$ cat src/sv/lprd_pkg.sv
`timescale 1ns / 1ps
`default_nettype none
// ----------------------------------------------------------------------------
// lprd_pkg
// Shared types and constants for the length-prefixed request deframer.
// ----------------------------------------------------------------------------
package lprd_pkg;

  // Header and length fields are 32-bit little-endian words
  localparam int unsigned FieldBytes = 4;
  localparam int unsigned FieldIdxW  = $clog2(FieldBytes);

  // Reset value of the maximum argument count register
  localparam logic [31:0] MaxArgsReset = 32'd1024;

  // Status codes reported on the final byte of a request
  localparam logic [1:0] StatusNone      = 2'd0;
  localparam logic [1:0] StatusAccepted  = 2'd1;
  localparam logic [1:0] StatusMalformed = 2'd2;

  // One request byte
  typedef struct packed {
    logic [7:0] byte_in;
    logic       last;
  } lprd_in_t;

  // One result item
  typedef struct packed {
    logic [7:0] data_byte;
    logic       data_valid;
    logic       arg_begin;
    logic       arg_end;
    logic [1:0] status;
  } lprd_out_t;

endpackage : lprd_pkg
`default_nettype wire

$ cat src/sv/lprd_core.sv
`timescale 1ns / 1ps
`default_nettype none
// ----------------------------------------------------------------------------
// lprd_core
// Frame parser: holds the parse state and turns one request byte into one
// result item in a single combinational pass. State advances on fire_i.
// ----------------------------------------------------------------------------
module lprd_core (
  input  wire                      clk_i,
  input  wire                      rst_ni,
  input  wire                      fire_i,
  input  wire lprd_pkg::lprd_in_t  item_i,
  input  wire  [31:0]              max_args_i,
  output lprd_pkg::lprd_out_t      result_o
);
  import lprd_pkg::*;

  typedef enum logic [2:0] {
    PhCount,
    PhLen,
    PhPayFirst,
    PhPay,
    PhDone
  } phase_e;

  phase_e               phase_q, phase_d;
  logic [FieldIdxW-1:0] idx_q, idx_d;
  logic [31:0]          acc_q, acc_d;
  logic [31:0]          args_q, args_d;
  logic [31:0]          pay_q, pay_d;
  logic                 err_q, err_d;

  logic [31:0]          field_val;
  logic                 field_done;
  logic [31:0]          args_dec;
  lprd_out_t            res;

  // Accumulator with the current byte dropped into its lane
  always_comb begin
    field_val = acc_q;
    field_val[{idx_q, 3'b000} +: 8] = item_i.byte_in;
  end

  assign field_done = (idx_q == FieldIdxW'(FieldBytes - 1));
  assign args_dec   = args_q - 32'd1;

  // Next state and result for the item at the input register
  always_comb begin
    phase_d = phase_q;
    idx_d   = idx_q;
    acc_d   = acc_q;
    args_d  = args_q;
    pay_d   = pay_q;
    err_d   = err_q;
    res     = '0;

    if (!err_q) begin
      unique case (phase_q)
        PhCount: begin
          acc_d = field_val;
          idx_d = idx_q + 1'b1;
          if (field_done) begin
            acc_d = '0;
            if (field_val > max_args_i) begin
              err_d = 1'b1;
            end else begin
              args_d  = field_val;
              phase_d = (field_val == '0) ? PhDone : PhLen;
            end
          end
        end
        PhLen: begin
          acc_d = field_val;
          idx_d = idx_q + 1'b1;
          if (field_done) begin
            acc_d  = '0;
            args_d = args_dec;
            if (field_val == '0) begin
              // empty argument: marks only
              res.arg_begin = 1'b1;
              res.arg_end   = 1'b1;
              phase_d       = (args_dec == '0) ? PhDone : PhLen;
            end else begin
              pay_d   = field_val;
              phase_d = PhPayFirst;
            end
          end
        end
        PhPayFirst, PhPay: begin
          res.data_byte  = item_i.byte_in;
          res.data_valid = 1'b1;
          res.arg_begin  = (phase_q == PhPayFirst);
          phase_d        = PhPay;
          if (pay_q <= 32'd1) begin
            res.arg_end = 1'b1;
            pay_d       = '0;
            phase_d     = (args_q == '0) ? PhDone : PhLen;
          end else begin
            pay_d = pay_q - 32'd1;
          end
        end
        PhDone: begin
          // trailing byte after the last argument
          err_d = 1'b1;
        end
        default: begin
          err_d = 1'b1;
        end
      endcase
    end

    // End of buffer: report and start over
    if (item_i.last) begin
      res.status = (!err_d && phase_d == PhDone) ? StatusAccepted : StatusMalformed;
      phase_d    = PhCount;
      idx_d      = '0;
      acc_d      = '0;
      args_d     = '0;
      pay_d      = '0;
      err_d      = 1'b0;
    end
  end

  assign result_o = res;

  // Parse state
  always_ff @(posedge clk_i or negedge rst_ni) begin
    if (!rst_ni) begin
      phase_q <= PhCount;
      idx_q   <= '0;
      acc_q   <= '0;
      args_q  <= '0;
      pay_q   <= '0;
      err_q   <= 1'b0;
    end else if (fire_i) begin
      phase_q <= phase_d;
      idx_q   <= idx_d;
      acc_q   <= acc_d;
      args_q  <= args_d;
      pay_q   <= pay_d;
      err_q   <= err_d;
    end
  end

  // Status only on the final byte
  a_status_only_last: assert property (@(posedge clk_i) disable iff (!rst_ni)
    fire_i && !item_i.last |-> res.status == StatusNone)
    else $error("status reported on a non-final byte");

  // Final byte leaves a clean frame
  a_clear_after_last: assert property (@(posedge clk_i) disable iff (!rst_ni)
    fire_i && item_i.last |=> phase_q == PhCount && !err_q && idx_q == '0)
    else $error("frame state not cleared after final byte");

  // Nothing passes once an error is held
  a_quiet_after_err: assert property (@(posedge clk_i) disable iff (!rst_ni)
    fire_i && err_q |-> !res.data_valid && !res.arg_begin && !res.arg_end)
    else $error("output produced after error");

  // Payload phases always have bytes left
  a_pay_nonzero: assert property (@(posedge clk_i) disable iff (!rst_ni)
    (phase_q == PhPay || phase_q == PhPayFirst) |-> pay_q != '0)
    else $error("payload phase with zero bytes remaining");

endmodule : lprd_core
`default_nettype wire

$ cat src/sv/length_prefixed_request_deframer_unit.sv
`timescale 1ns / 1ps
`default_nettype none
// ----------------------------------------------------------------------------
// length_prefixed_request_deframer_unit
// Byte-stream request deframer with input register, parser and result
// register.
// ----------------------------------------------------------------------------
// Takes one request byte per cycle and returns one result item per byte.
// A byte lands in the input register, the parser updates its counters in
// one pass and the result register holds the item
// until it is taken. A new byte is accepted each cycle while the result side
// keeps draining; a stall on the output holds the result register and then
// the input register, so at most two items are in flight. max_args is
// written through the cfg channel, which is always ready; write it only
// between requests while no item is in flight.
module length_prefixed_request_deframer_unit (
  input  wire                      clk_i,
  input  wire                      rst_ni,
  // request bytes
  input  wire                      in_valid_i,
  output logic                     in_stall_o,
  input  wire lprd_pkg::lprd_in_t  in_item_i,
  // result items
  output logic                     out_valid_o,
  input  wire                      out_stall_i,
  output lprd_pkg::lprd_out_t      out_item_o,
  // max_args write
  input  wire                      cfg_valid_i,
  output logic                     cfg_ready_o,
  input  wire  [31:0]              cfg_data_i
);
  import lprd_pkg::*;

  lprd_in_t   in_q;
  logic       in_valid_q;
  lprd_out_t  out_q;
  logic       out_valid_q;
  logic [31:0] max_args_q;
  logic       advance;
  logic       in_take;
  lprd_out_t  result;

  // Handshake
  assign advance     = in_valid_q && (!out_valid_q || !out_stall_i);
  assign in_stall_o  = in_valid_q && !advance;
  assign in_take     = in_valid_i && !in_stall_o;
  assign cfg_ready_o = 1'b1;

  // Configuration register
  always_ff @(posedge clk_i or negedge rst_ni) begin
    if (!rst_ni) begin
      max_args_q <= MaxArgsReset;
    end else if (cfg_valid_i) begin
      max_args_q <= cfg_data_i;
    end
  end

  // Input register
  always_ff @(posedge clk_i or negedge rst_ni) begin
    if (!rst_ni) begin
      in_valid_q <= 1'b0;
    end else if (in_take) begin
      in_valid_q <= 1'b1;
    end else if (advance) begin
      in_valid_q <= 1'b0;
    end
  end

  always_ff @(posedge clk_i) begin
    if (in_take) begin
      in_q <= in_item_i;
    end
  end

  // Parser
  lprd_core u_core (
    .clk_i      (clk_i),
    .rst_ni     (rst_ni),
    .fire_i     (advance),
    .item_i     (in_q),
    .max_args_i (max_args_q),
    .result_o   (result)
  );

  // Result register
  always_ff @(posedge clk_i or negedge rst_ni) begin
    if (!rst_ni) begin
      out_valid_q <= 1'b0;
    end else if (advance) begin
      out_valid_q <= 1'b1;
    end else if (!out_stall_i) begin
      out_valid_q <= 1'b0;
    end
  end

  always_ff @(posedge clk_i) begin
    if (advance) begin
      out_q <= result;
    end
  end

  assign out_valid_o = out_valid_q;
  assign out_item_o  = out_q;

  // Stalled result item holds
  a_out_hold: assert property (@(posedge clk_i) disable iff (!rst_ni)
    out_valid_q && out_stall_i |=> out_valid_q && $stable(out_q))
    else $error("result item changed while stalled");

  // Stalled input item holds
  a_in_hold: assert property (@(posedge clk_i) disable iff (!rst_ni)
    in_stall_o |=> in_valid_q && $stable(in_q))
    else $error("input register changed while stalled");

  // Input stalls only behind a stalled result
  a_stall_cause: assert property (@(posedge clk_i) disable iff (!rst_ni)
    in_stall_o |-> out_valid_q && out_stall_i)
    else $error("input stalled with room downstream");

endmodule : length_prefixed_request_deframer_unit
`default_nettype wire
$ cat config.mk
export PLATFORM = sky130hd
export DESIGN_NAME = length_prefixed_request_deframer_unit
export DESIGN_NICKNAME = d
export VERILOG_FILES = /design/src/sv/lprd_pkg.sv /design/src/sv/lprd_core.sv /design/src/sv/length_prefixed_request_deframer_unit.sv
export SDC_FILE = /design/constraint.sdc
export NUM_CORES = 1
export LEC_CHECK = 0
export BUFFER_PORTS_ARGS = -buffer_cell sky130_fd_sc_hd__clkbuf_2
export CAP_MARGIN = 15
export CORE_ASPECT_RATIO = 0.6
export CORE_MARGIN = 1
export CORE_UTILIZATION = 40
export CTS_CLUSTER_DIAMETER = 30
export DETAILED_ROUTE_END_ITERATION = 8
export SYNTH_ARGS = -nofsm -noshare
export SYNTH_HDL_FRONTEND = slang
export SYNTH_HIERARCHICAL = 1
export SYNTH_SLANG_ARGS = --single-unit
$ cat constraint.sdc
create_clock -name clk_i -period 10.95 [get_ports clk_i]
set_input_delay 2.19 -clock clk_i [delete_from_list [all_inputs] [get_ports clk_i]]
set_output_delay 2.19 -clock clk_i [all_outputs]
set_load 0.05 [all_outputs]
==> flow_summary.yaml <==
floorplan:
  num_io_pins: 62
  die_h_um: 123.4
  core_area_um2: 23570
  rows: 43
  die_w_um: 204.3
  start_util_pct: 41.68
  dieArea_um2: 25210
layout:
  syn_to_final_growth_pct: 11.81
  fin_util_pct: 46.60
  diodes: 0
  drive_above_1_share_pct: 14.67
  final_cell_mix: "o21ai_0, dfrtp_1, nor2_1"
  nNetsFinal: 1214
  final_common_cell: "o21ai_0"
logic_synthesis:
  synth_cells: 1089
  synth.avg_cell_area_um2: 9.019
  synth_nets: 1177
  async_reset_ff_share_pct: 86.08
  yosysWarnings: 6
  synth_edf_count: 22
  ys_seq_area_share_pct: 41.39
  yosys.cell_types.count: 83
  syn_area_um2: 9822
  ys_dominant_reg_cell: "dfrtp_1"
  yosys_register_bits: 158
clocking:
  ctsHtreeMaxLevel: 4
  holdBufCountCts: 0
  clkLatencyLatePin_ps: 450
  clk_path_buf_depth: 2
  cts-buffers-inserted: 17
  cts_tree: "built"
  post-cts-setup-buffer-count: 0
  cts_sinks: 158
  cts-root-buf: "clkbuf_16"
  cts.clk_slew.worst_paths_ps: 70
  cts_resized: 0
critical_path:
  end_kind: "register"
  cp_max_fo: 26
  cp-start-kind: "register"
  required_ps: 11290
  critPathKind: "reg -> reg"
  worstPathArrival_ps: 5880
sta:
  relSlewSlack_pct: 22.57
  finalHoldViolations: 0
  setup_viol: 0
  worstMarginPinSlew_ps: 1161
  period_needed_ps: 5540
  fin_crit_sh_pct: 50.60
  fmax_mhz: 180.5
  rsz0062_at_grt: "false"
  tns_ps: 0
  skew_ps: 6.381
  maxSlewViolCount: 0
place:
  hpwl_um: 21800
  gp_congestion: 0.9329
  io_buffers: 60
routing:
  drtIter0Drc: 937
  avgRoutedWirePerCell_um: 20.45
  dr.pass1.iters: 6
  postRouteAntennaNets: 0
  drc: 0
  drt-total-wl_um: 29720
  avgViaCountPerCell: 5.839
  vias: 8484
flow_run:
  cap_viol_max_count: 0
grt:
  grt_overflow: 0
  antenna_found_initial: 0
  grt_pass1_vias: 7742
  grt_usage_pct: 24.71
  grt_max_degree: 73
  grt_pass1_wl_um: 46090
power:
  ir_drop_mv: 0.1058
  power.density_nw_per_um2: 264.6
  p_leak_nw: 4.955
outcome:
  status: "finished, final reports clean"
worst_hold_path:
  hp-class: "reg -> reg"
==> layout make-up <==
class	instances	area, um2
Fill cell	2277	12580
Sequential cell	158	4065
Clock buffer	22	475.5
Inverter	83	311.5
Timing Repair Buffer	78	441.7
Clock inverter	9	133.9
Multi-Input combinational cell	788	5160
Tap cell	315	394.1
==> flip-flops by register name (all words and copies together), names as in the netlist <==
| register | count |
|---|---|
| in_q | 9 |
| u_core/pay_q | 32 |
| u_core/args_q | 32 |
| in_valid_q | 1 |
| u_core/phase_q | 3 |
| out_item_o | 13 |
| u_core/err_q | 1 |
| max_args_q | 32 |
| u_core/idx_q | 2 |
| u_core/acc_q | 32 |
| out_valid_o | 1 |
==> cell families (layout without fill, tap and decap cells) <==
logic type               count (synthesis)  count (layout)  synth area share (%)
AND/OR/NAND/NOR                        355             355                 19.54
XOR/XNOR                                 9               9                0.8026
adder cells (fa/ha/maj)                 42              42                 5.350
buffers and inverters                  143             192                 6.319
multiplexers                            36              36                 5.236
other                                    1               1               0.03818
flip-flops                             158             158                 41.39
AO/OA/AOI/OAI                          345             345                 21.33
==> Yosys cell counts, types with 22 or more instances <==
master      n  share of area [%]
edfxtp_1   22                6.7
nand2_1    59                2.3
dfrtp_1   135                 34
inv_1      83                3.2
ha_1       42                5.4
clkbuf_1   44                1.7
a22oi_1    25                1.9
a21oi_1    58                3.0
nor3_1     30                1.5
a31oi_1    27                1.7
nor2b_1    33                2.1
mux2_4     30                4.6
nor2_1     95                3.6
o21ai_0   149                7.6
nand3_1    22                1.1
==> worst max-delay path, cell delays in order, from the launching register on <==
cell and delay, ps:
dfrtp_1 470, inv_1 170, ha_1 460, nor2b_1 90, a31oi_1 430, inv_1 230
ha_1 370, nand4_1 80, nor4_1 840, nand2_1 120, o21a_1 140, a21oi_1 420
o41a_1 490, nand2_1 690, o21ai_0 410
==> final timing paths <==
check	from	end	slack [ps]	cells past startpoint
worst max register to register	u_core/idx_q[0]	u_core/args_q[2]	5410	14
max in group asynchronous	rst_ni	max_args_q[15]	7860	2
min in group asynchronous	rst_ni	u_core/phase_q[2]	1760	1
worst min-delay path	in_valid_q	out_valid_o	480	1
worst max-delay path	u_core/idx_q[0]	u_core/args_q[2]	5410	14
worst min register to register	in_valid_q	out_valid_o	480	1
==> power by group <==
part           internal, W  switching [W]  leakage [nW]
Combinational     0.000460        0.00100          2.65
Clock             0.000377       0.000249         0.295
Sequential        0.000710       0.000107          2.01
Total              0.00155        0.00136          4.96
==> stage by stage <==
step / power, W / instance area (um2) / instances / hold WS (ps) / setup WS, ps
6_report: 0.002905 / 10980 / 1453 / 476.8 / 5410
5_1_grt: 0.003085 / 10980 / 1453 / 511.0 / 4948
4_1_cts: 0.002863 / 10980 / 1453 / 483.3 / 5588
3_5_place_dp: 0.002228 / 10370 / 1422 / 467.6 / 5633
3_3_place_gp: 0.002224 / 10370 / 1422 / 465.1 / 5754
2_1_floorplan: 0.001800 / 9822 / 1089 / 442.2 / 5992
==> layer usage <==
| metal | GRT usage [%] | vias up | wire length (um) |
|---|---|---|---|
| met5 | 1.984 | - | 69 |
| met1 | 38.12 | 4054 | 14970 |
| li1 | - | 4021 | - |
| met3 | 9.331 | 34 | 3287 |
| met2 | 30.76 | 373 | 10970 |
| met4 | 6.483 | 2 | 412 |
No activity file was read; power rests on OpenSTA's default activity.
